**src/rtl/stlm_pkg.sv**
```systemverilog
package stlm_pkg;

    localparam int VALUE_W = 32;

    typedef logic [1:0] t_opcode;

    localparam t_opcode OP_APPEND_FIRST  = 2'd0;
    localparam t_opcode OP_APPEND_SECOND = 2'd1;
    localparam t_opcode OP_MERGE         = 2'd2;

    typedef logic signed [VALUE_W-1:0] t_value;

endpackage

```
**src/rtl/sorted_two_list_merge.sv**
```systemverilog
// two-way stable merge of two bounded sorted lists
//
// requests come in on i_start/i_opcode/i_item_value and are taken at a rising
// edge where i_start is high and o_busy is low. an append (first or second
// list) gives no result; an append to a full list is dropped and remembered
// until the next merge. opcode 3 is ignored. a merge request streams every
// stored value, one result per cycle, on o_merged_value with o_strobe high
// for exactly one cycle each. the edge that takes the request reads both
// heads from the rams and enters the emit state, and each result is
// registered from there; o_busy stays high while results stream and is low
// again with the last one. results come from one shared signed comparator
// looking at the registered heads of the two list rams, each ram fetching
// its next head in the cycle its value is picked. o_is_last marks the final
// result, o_dropped repeats the overflow flag on every result. a merge of
// two empty lists leaves o_busy low and gives one registered result with
// o_is_empty in the cycle after the request is taken.
// a merge clears both counts and the overflow flag.
// the receiver cannot stall: every strobed result must be taken.
// reset clears counts, overflow flag and sequencer; ram contents stay.
module sorted_two_list_merge #(
    parameter int LIST_DEPTH = 16
) (
    input  logic              i_clk,
    input  logic              i_rst_n,
    input  logic              i_start,
    output logic              o_busy,
    input  stlm_pkg::t_opcode i_opcode,
    input  stlm_pkg::t_value  i_item_value,
    output logic              o_strobe,
    output stlm_pkg::t_value  o_merged_value,
    output logic              o_is_last,
    output logic              o_is_empty,
    output logic              o_dropped
);

    import stlm_pkg::*;

    localparam int CntW  = $clog2(LIST_DEPTH + 1);
    localparam int AddrW = (LIST_DEPTH > 1) ? $clog2(LIST_DEPTH) : 1;

    typedef enum logic {
        S_IDLE,
        S_EMIT
    } t_state;

    t_state            r_state;
    logic [CntW-1:0]   r_cnt1, r_cnt2;
    logic [CntW-1:0]   r_i1, r_i2;
    logic              r_overflow;
    logic              r_strobe;
    t_value            r_value;
    logic              r_last;
    logic              r_empty;
    logic              r_dropped;

    logic              accept;
    logic              first_live, second_live, take_second, last;
    logic [CntW-1:0]   i1_inc, i2_inc;
    logic              we1, we2, re1, re2;
    logic [AddrW-1:0]  raddr1, raddr2;
    logic [VALUE_W-1:0] rd1, rd2;

    assign accept = i_start && (r_state == S_IDLE);

    assign i1_inc      = r_i1 + CntW'(1);
    assign i2_inc      = r_i2 + CntW'(1);
    assign first_live  = r_i1 < r_cnt1;
    assign second_live = r_i2 < r_cnt2;
    // first list wins ties, so only a strictly greater head yields to the second
    assign take_second = !first_live || (second_live && ($signed(rd1) > $signed(rd2)));
    assign last        = take_second ? ((i2_inc == r_cnt2) && !first_live)
                                     : ((i1_inc == r_cnt1) && !second_live);

    assign we1 = accept && (i_opcode == OP_APPEND_FIRST)  && (r_cnt1 < CntW'(LIST_DEPTH));
    assign we2 = accept && (i_opcode == OP_APPEND_SECOND) && (r_cnt2 < CntW'(LIST_DEPTH));

    // fetch both heads when a merge is taken, then prefetch the next head of whichever list is consumed this cycle
    always_comb begin
        re1    = 1'b0;
        re2    = 1'b0;
        raddr1 = '0;
        raddr2 = '0;
        if (accept && (i_opcode == OP_MERGE)) begin
            re1 = 1'b1;
            re2 = 1'b1;
        end else if (r_state == S_EMIT) begin
            if (take_second) begin
                re2    = i2_inc < r_cnt2;
                raddr2 = i2_inc[AddrW-1:0];
            end else begin
                re1    = i1_inc < r_cnt1;
                raddr1 = i1_inc[AddrW-1:0];
            end
        end
    end

    stlm_ram #(
        .WIDTH(VALUE_W),
        .DEPTH(LIST_DEPTH)
    ) u_first_ram (
        .i_clk  (i_clk),
        .i_we   (we1),
        .i_waddr(r_cnt1[AddrW-1:0]),
        .i_wdata(i_item_value),
        .i_re   (re1),
        .i_raddr(raddr1),
        .o_rdata(rd1)
    );

    stlm_ram #(
        .WIDTH(VALUE_W),
        .DEPTH(LIST_DEPTH)
    ) u_second_ram (
        .i_clk  (i_clk),
        .i_we   (we2),
        .i_waddr(r_cnt2[AddrW-1:0]),
        .i_wdata(i_item_value),
        .i_re   (re2),
        .i_raddr(raddr2),
        .o_rdata(rd2)
    );

    always_ff @(posedge i_clk) begin
        if (!i_rst_n) begin
            r_state    <= S_IDLE;
            r_cnt1     <= '0;
            r_cnt2     <= '0;
            r_i1       <= '0;
            r_i2       <= '0;
            r_overflow <= 1'b0;
            r_strobe   <= 1'b0;
        end else begin
            r_strobe <= 1'b0;
            unique case (r_state)
                S_IDLE: begin
                    if (accept) begin
                        case (i_opcode)
                            OP_APPEND_FIRST: begin
                                if (we1) begin
                                    r_cnt1 <= r_cnt1 + CntW'(1);
                                end else begin
                                    r_overflow <= 1'b1;
                                end
                            end
                            OP_APPEND_SECOND: begin
                                if (we2) begin
                                    r_cnt2 <= r_cnt2 + CntW'(1);
                                end else begin
                                    r_overflow <= 1'b1;
                                end
                            end
                            OP_MERGE: begin
                                if ((r_cnt1 == '0) && (r_cnt2 == '0)) begin
                                    r_strobe   <= 1'b1;
                                    r_value    <= '0;
                                    r_last     <= 1'b1;
                                    r_empty    <= 1'b1;
                                    r_dropped  <= r_overflow;
                                    r_overflow <= 1'b0;
                                end else begin
                                    r_i1    <= '0;
                                    r_i2    <= '0;
                                    r_state <= S_EMIT;
                                end
                            end
                            default: begin
                            end
                        endcase
                    end
                end
                S_EMIT: begin
                    r_strobe  <= 1'b1;
                    r_value   <= take_second ? t_value'(rd2) : t_value'(rd1);
                    r_last    <= last;
                    r_empty   <= 1'b0;
                    r_dropped <= r_overflow;
                    if (take_second) begin
                        r_i2 <= i2_inc;
                    end else begin
                        r_i1 <= i1_inc;
                    end
                    if (last) begin
                        r_state    <= S_IDLE;
                        r_cnt1     <= '0;
                        r_cnt2     <= '0;
                        r_overflow <= 1'b0;
                    end
                end
                default: begin
                    r_state <= S_IDLE;
                end
            endcase
        end
    end

    assign o_busy         = (r_state != S_IDLE);
    assign o_strobe       = r_strobe;
    assign o_merged_value = r_value;
    assign o_is_last      = r_last;
    assign o_is_empty     = r_empty;
    assign o_dropped      = r_dropped;

    a_emit_has_work: assert property (@(posedge i_clk) disable iff (!i_rst_n)
        (r_state == S_EMIT) |-> (first_live || second_live))
        else $error("merge running with both lists exhausted");

    a_counts_bounded: assert property (@(posedge i_clk) disable iff (!i_rst_n)
        (r_cnt1 <= CntW'(LIST_DEPTH)) && (r_cnt2 <= CntW'(LIST_DEPTH)))
        else $error("list count beyond depth");

    a_last_frees_block: assert property (@(posedge i_clk) disable iff (!i_rst_n)
        (o_strobe && o_is_last) |-> !o_busy)
        else $error("block still busy after last result");

    a_empty_is_last: assert property (@(posedge i_clk) disable iff (!i_rst_n)
        (o_strobe && o_is_empty) |-> o_is_last)
        else $error("empty result not marked last");

    a_merge_clears: assert property (@(posedge i_clk) disable iff (!i_rst_n)
        (r_state == S_EMIT && last) |=> (r_cnt1 == '0 && r_cnt2 == '0 && !r_overflow))
        else $error("merge end did not clear list state");

endmodule

```
**src/rtl/stlm_ram.sv**
```systemverilog
module stlm_ram #(
    parameter int WIDTH = 32,
    parameter int DEPTH = 16,
    localparam int AddrW = (DEPTH > 1) ? $clog2(DEPTH) : 1
) (
    input  logic             i_clk,
    input  logic             i_we,
    input  logic [AddrW-1:0] i_waddr,
    input  logic [WIDTH-1:0] i_wdata,
    input  logic             i_re,
    input  logic [AddrW-1:0] i_raddr,
    output logic [WIDTH-1:0] o_rdata
);

    logic [WIDTH-1:0] r_mem [DEPTH];
    logic [WIDTH-1:0] r_rdata;

    always_ff @(posedge i_clk) begin
        if (i_we) begin
            r_mem[i_waddr] <= i_wdata;
        end
        if (i_re) begin
            r_rdata <= r_mem[i_raddr];
        end
    end

    assign o_rdata = r_rdata;

endmodule

```
**config.mk**
```make
export PLATFORM = sky130hd
export DESIGN_NAME = sorted_two_list_merge
export DESIGN_NICKNAME = d
export VERILOG_FILES = /design/src/rtl/stlm_pkg.sv /design/src/rtl/sorted_two_list_merge.sv /design/src/rtl/stlm_ram.sv
export SDC_FILE = /design/constraint.sdc
export NUM_CORES = 1
export LEC_CHECK = 0
export BUFFER_PORTS_ARGS = -buffer_cell sky130_fd_sc_hd__buf_4
export CORE_ASPECT_RATIO = 1.1
export CORE_MARGIN = 5
export CORE_UTILIZATION = 55
export DETAILED_ROUTE_END_ITERATION = 8
export PLACE_DENSITY = 0.76
export SLEW_MARGIN = 20
export SYNTH_ARGS = -nofsm -noshare
export SYNTH_HDL_FRONTEND = slang
export SYNTH_SLANG_ARGS = --single-unit
```
**constraint.sdc**
```tcl
create_clock -name i_clk -period 7.8 [get_ports i_clk]
set_input_delay 0.39 -clock i_clk [delete_from_list [all_inputs] [get_ports i_clk]]
set_output_delay 0.39 -clock i_clk [all_outputs]
set_load 0.01 [all_outputs]
```
### Word-level counts from Yosys, hierarchy flattened

Memories as Yosys holds them, arrays and structs flattened. A register that Yosys moved wholly into a read port is not among the register bits.
Cells that the tools add are included.

| operators by class | value |
|---|---|
| $add $sub $neg | 4 |
| eq/ne operators | 19 |
| $lt $le $gt $ge | 7 |
| reduce and logical (&&, ||, !) cells | 22 |
| bitwise operators | 1 |
| multiplexer cells | 63 |

Operators with widths:

| kind | number |
|---|---|
| 2-to-1 mux 32 bit | 4 |
| case mux 32 bit (2 select lines) | 1 |
| 2-to-1 mux 5 bit | 12 |
| case mux 5 bit (2 select lines) | 4 |
| greater-than comparator 32 bit | 1 |
| 2-to-1 mux 1 bit | 29 |
| 2-to-1 mux 4 bit | 6 |
| adder 5 x 1 -> 5 bit (second input constant) | 4 |
| less-than comparator 5 bit | 4 |
| AND reduction 4 bit | 5 |
| != test 2 x 1 -> 1 bit (second input constant) | 8 |
| case mux 1 bit (2 select lines) | 6 |
| == test 5 bit | 2 |
| logical AND 1 bit | 10 |
| logical NOT 5 bit | 2 |
| less-than comparator 5 bit (second input constant) | 2 |
| != test 2 bit (second input constant) | 3 |
| != test 3 bit (second input constant) | 2 |
| AND reduction 6 bit | 1 |
| != test 4 x 1 -> 1 bit (second input constant) | 1 |
| != test 3 x 2 -> 1 bit (second input constant) | 1 |
| case mux 1 bit (3 select lines) | 1 |
| == test 2 x 1 -> 1 bit (second input constant) | 1 |
| == test 2 bit (second input constant) | 1 |
| other kinds (4) | 5 |

| word-level totals | value |
|---|---|
| word-level logic and storage cells | 129 |
| register bits after elaboration | 58 |
| RAM bits | 1024 |
| memories | 2 |

Memory list:

| memory | words | width | read ports | clocked after Yosys merged registers in | wr ports | RTL line | text |
|---|---|---|---|---|---|---|---|
| u_first_ram.r_mem | 16 | 32 | 1 | 1 | 1 | stlm_ram.sv:15 | `logic [WIDTH-1:0] r_mem [DEPTH];` |
| u_second_ram.r_mem | 16 | 32 | 1 | 1 | 1 | stlm_ram.sv:15 |  |

### Longest topological paths before layout

| logic depth | value |
|---|---|
| word-level depth | 8 |
| gate-level depth with buffers | 16 |
| gate-level depth less buffers | 12 |

### Modules after synthesis

A second synthesis with hierarchy kept.

| unflattened totals | value |
|---|---|
| cell total of the unflattened synthesis | 2168 |
| area total of the unflattened synthesis | 44686.6 µm² |

By module, submodules not included:

| module | instances | sequential area each (µm²) | cells each | area each (µm²) |
|---|---|---|---|---|
| stlm_ram (u_first_ram) | 1 | 16335.7 | 838 | 20174.3 |
| stlm_ram (u_second_ram) | 1 | 16335.7 | 838 | 20155.6 |
| sorted_two_list_merge | 1 | 1511.4 | 492 | 4356.7 |

### Worst setup path after synthesis

OpenSTA, ideal clock, no wires.

| timing | value |
|---|---|
| path kind | reg2reg |
| start point | register r_i2[0] |
| end point | register u_second_ram.r_rdata[0] (netlist: u_second_ram.o_rdata[0]), read port of u_second_ram.r_mem (enable) |
| cell stages (with the launch flop) | 14 |
| setup time | 0.472 ns |
| arrival | 5.390 ns |
| path slack | 1.939 ns |
| buffers on the path | 5 |
| cells stage by stage | dfxtp_1 inv_1 clkbuf_1 clkbuf_1 ha_1 o21ai_0 a31oi_1 nand2_2 nor3_1 buf_6 o31ai_4 clkbuf_1 clkbuf_1 o32ai_1 |

| between the ends | value |
|---|---|
| cells in the longest elaborated chain, start to end | 6 |

RTL lines:

| element | RTL line | text |
|---|---|---|
| start, declared | sorted_two_list_merge.sv:48 | `logic [CntW-1:0] r_i1, r_i2;` |
| start signal, assigned | sorted_two_list_merge.sv:178 | `r_i2 <= i2_inc;` |
| parallel branches: the longest is 3 deep, another holds adder 5 x 1 -> 5 bit | -- |  |
| 2-to-1 mux 1 bit * | sorted_two_list_merge.sv:87 | `if (take_second) begin` |
| 2-to-1 mux 1 bit * | sorted_two_list_merge.sv:86 | `end else if (r_state == S_EMIT) begin` |
| 2-to-1 mux 1 bit * | sorted_two_list_merge.sv:83 | `if (accept && (i_opcode == OP_MERGE)) begin` |
| net re2 | sorted_two_list_merge.sv:59 | `logic we1, we2, re1, re2;` |
| end, declared | stlm_ram.sv:16 | `logic [WIDTH-1:0] r_rdata;` |

Mark *: on every way through the listed nets, which the timed path passes.
A chain may end at the register's enable or synchronous reset.

### Worst setup path in the final report

| timing | value |
|---|---|
| start point | register u_first_ram.r_rdata[7] (netlist: u_first_ram.o_rdata[7]), read port of u_first_ram.r_mem |
| end point | register u_first_ram.r_rdata[22] (netlist: u_first_ram.o_rdata[22]), read port of u_first_ram.r_mem (data pin) |

| between the ends | value |
|---|---|
| cells in the longest elaborated chain, start to end | 6 |

RTL lines:

| element | RTL line | text |
|---|---|---|
| start, declared | stlm_ram.sv:16 |  |
| greater-than comparator 32 bit * | sorted_two_list_merge.sv:70 | `assign take_second = !first_live \|\| (second_live && ($signed(rd1) > $signed(rd2)));` |
| logical AND 1 bit * | sorted_two_list_merge.sv:70 |  |
| logical OR 1 bit * | sorted_two_list_merge.sv:70 |  |
| 2-to-1 mux 4 bit or 2-to-1 mux 1 bit (tied branches) | sorted_two_list_merge.sv:87 |  |
| 2-to-1 mux 4 bit or 2-to-1 mux 1 bit (tied branches) | sorted_two_list_merge.sv:86 |  |
| 2-to-1 mux 4 bit or 2-to-1 mux 1 bit (tied branches) | sorted_two_list_merge.sv:83 |  |

Mark *: on every way between the ends. The rest lies on a longest branch, timed or not.

==> results.toml <==
[pwr]
power.ir.vdd_worst_v = 0.000165
total_leakage_power_nw = 17.0
seqPwrFrac = 0.555
combPwrFrac = 0.028
power_mw = 12.3
swShare = 0.202
power_switching_mw = 2.48
clockPowerShare = 0.417
pwr_density_cell_nw_per_um2 = 232
internal_power_mw = 9.78

[synthesis]
yosys.area.top_type = "sky130_fd_sc_hd__edfxtp_1"
synthesis_stage_register_bit_count = 1146
main_flop_type_after_synthesis = "sky130_fd_sc_hd__edfxtp_1"
post_synth_num_cell_types = 75
synth_top_cell_area_share = 0.713
synth_async_sr_flop_share = 0
netlist_top_cells_count = "1123 x sky130_fd_sc_hd__edfxtp_1, 316 x sky130_fd_sc_hd__nand2_1, 252 x sky130_fd_sc_hd__a21oi_1, 168 x sky130_fd_sc_hd__mux2i_1, 167 x sky130_fd_sc_hd__nor2_1"
syn_inst = 3295
post_synth_edffs = 1123
yosysMostFrequentCell = "sky130_fd_sc_hd__edfxtp_1"
synthesis.nets = 3397
avgSynthCellArea_um2 = 14.3
netlist_area_um2 = 47300
yosys_warnings = 0
ys_top_cells_by_area = "sky130_fd_sc_hd__edfxtp_1 71%, sky130_fd_sc_hd__mux2i_1 3.6%, sky130_fd_sc_hd__a21oi_1 2.7%"
synth.yosys.seq_area_share = 0.723

[cells_and_area]
fin_nets = 3429
final-instance-count-excl-fill = 4551
design_area_um2 = 52800
signed_area_change_from_the_synthesized_netlist_to_the_final_layout_pct = 11.7
fraction_of_final_layout_cells_sized_beyond_drive_strength_1 = 0.122
final_util = 0.621
diodes = 0

[routing]
drt_first_pass_iters = 8
wire_length_reported_by_the_detailed_router_mm = 133
detailedRoute.firstIterationViolations = 5033
dr_total_vias = 30600
drt-vias-per-instance = 6.72
drt_drc_violations_left = 0
antenna_violating_nets_post_route = 0
wl_per_cell_um = 29.2

[global_routing]
grt_util_met3 = 0.0681
gr-usage-met1 = 0.396
grt_antenna_before_repair = 1
grt.met2_usage = 0.433
grt_max_degree = 143
first_global_vias = 29300
globalRoute.busiestLayer = "met2"
globalRoute.totalOverflow = 0
grt_first_pass_wirelength_mm = 193
groute.usage.overall = 0.282

[placement]
place.port_buffers = 73
placedCellCount = 4360
preCtsSetupSlack_ps = 2520
dpl-instance-area_um2 = 49400
place.gp.congestion = 0.892
detailedPlacementHpwl_mm = 72.9

[clock_network]
clkLatencyLatePin_ps = 690
post_cts_resize_count = 0
clkTransAtPathRegs_ps = 70
cts-hold-fix-buffers = 0
clkSinkCount = 1146
post-cts-setup-buffers = 0
cts-buffers-inserted = 105
htree_num_levels = 3
tritoncts = "done"
clockRootBuffer = "sky130_fd_sc_hd__clkbuf_16"
clk_path_buf_depth = 3

[timing]
clock_skew_after_layout_ps = 19.7
postLayoutSetupSlackWorst_ps = 2220
tightest_slew_ps = 1160
slew_headroom = 0.222
timing.final.hold_violations = 0
setup_viol = 0
fmax_ghz = 0.179
report.final.slew_viol_count = 0
post-route-min-period_ps = 5580
setup_tns_ps = 0
min_period_over_period = 0.716
fin_worst_hold_slack_ps = 133
unrepaired_setup_endpoints_after_global_routing = "no"

[floorplanning]
core_area_um2 = 85100
floorplan.io_pins = 74
initial_core_util = 0.556
die_area_um2 = 91900
placementRows = 112
fp.dieW_um = 290
dieHeight_um = 317

[min_path]
min-delay-path-class = "in -> reg"

[setup_path]
cp_max_fo = 25
timing.critical_path.arrival_ps = 5950
kind_of_capture_point_of_the_worst_setup_path = "register"
setup.reg_to_reg.worst_slack_ps = 2220
worstPathRequired_ps = 8160
criticalPathCategory = "reg -> reg"
worstSetupStartpointType = "register"

[run_status]
status = "completed"

[run]
cap_viol_max_count = 0
-- registers in the layout, summed over array words and instances (netlist names) --
name,cells
o_is_empty,1
r_cnt2,5
o_busy,1
r_i1,5
r_i2,5
o_dropped,1
u_second_ram.r_mem,512
o_strobe,1
o_merged_value,32
o_is_last,1
u_second_ram.o_rdata,32
r_cnt1,5
u_first_ram.r_mem,512
u_first_ram.o_rdata,32
r_overflow,1
-- cells by family (layout without fill, tap and decap cells) --
kind of cell,count (synthesis),in the layout,synth area share
DFF,1146,1146,0.723
and+or+nand+nor,809,809,0.0785
AOI/OAI and AO/OA,784,784,0.114
buffers and inverters,295,411,0.0253
muxes,186,186,0.0399
adders and majority gates,65,65,0.0172
xor gates and xnor gates,10,10,0.00185
-- power by group through the flow --
stage	sequential, mW	clock (mW)	combinational [mW]
after global routing	6.80	5.41	0.359
final	6.80	5.12	0.341
after detailed placement	6.93	0	0.333
after CTS	6.80	5.14	0.334
after global placement	6.93	0	0.325
after floorplan	6.93	0	0.142
-- placed cells by master, fill, tap and decap left out, drive strengths merged, types with 21 or more instances in the layout --
| cell | instances |
|---|---|
| a22oi | 23 |
| nor4 | 24 |
| dfxtp | 23 |
| a311oi | 24 |
| o211ai | 52 |
| nor3 | 36 |
| and3 | 29 |
| o221ai | 40 |
| buf | 163 |
| o22a | 21 |
| o311ai | 33 |
| nand2 | 318 |
| inv | 58 |
| a21oi | 253 |
| nand3 | 140 |
| nand2b | 21 |
| mux2i | 168 |
| edfxtp | 1123 |
| clkinv | 46 |
| a211oi | 35 |
| nor2 | 170 |
| or4 | 22 |
| o22ai | 41 |
| clkbuf | 130 |
| o21ai | 108 |
| a32oi | 24 |
| ha | 65 |
-- metal layers --
layer / up-vias / share of wire
met1: 15100 / 0.37
met5: - / 0
li1: 13000 / -
met3: 313 / 0.13
met4: 0 / 0.042
met2: 2261 / 0.46
-- final timing paths --
path                     startpoint                          to  cells past startpoint
max reg2reg  u_first_ram.o_rdata[7]     u_first_ram.o_rdata[22]                     12
min reg2reg              r_overflow                   o_dropped                      0
max          u_first_ram.o_rdata[7]     u_first_ram.o_rdata[22]                     12
min                i_item_value[29]  u_second_ram.r_mem[11][29]                      1
-- worst max-delay path, cell delays in order, from the launching register on --
cell	delay (ps)
sky130_fd_sc_hd__edfxtp_1	430
sky130_fd_sc_hd__ha_1	330
sky130_fd_sc_hd__a21oi_1	180
sky130_fd_sc_hd__o21a_1	180
sky130_fd_sc_hd__nor2_1	50
sky130_fd_sc_hd__o31ai_1	690
sky130_fd_sc_hd__a21oi_2	140
sky130_fd_sc_hd__buf_4	270
sky130_fd_sc_hd__nor4_4	960
sky130_fd_sc_hd__nand2_2	400
sky130_fd_sc_hd__buf_4	440
sky130_fd_sc_hd__a311o_1	360
sky130_fd_sc_hd__a311oi_1	790
-- final cells by class --
type                    instances  area, um^2
fillers                      6023       32300
flip-flops and latches       1146       34200
multi-input cells            1854       12300
repair buffers                163        1260
clock inverters                61         602
inverters                      57         214
clock buffers                 130        2770
well taps                    1140        1430
Power figures use the tool's default switching activity.
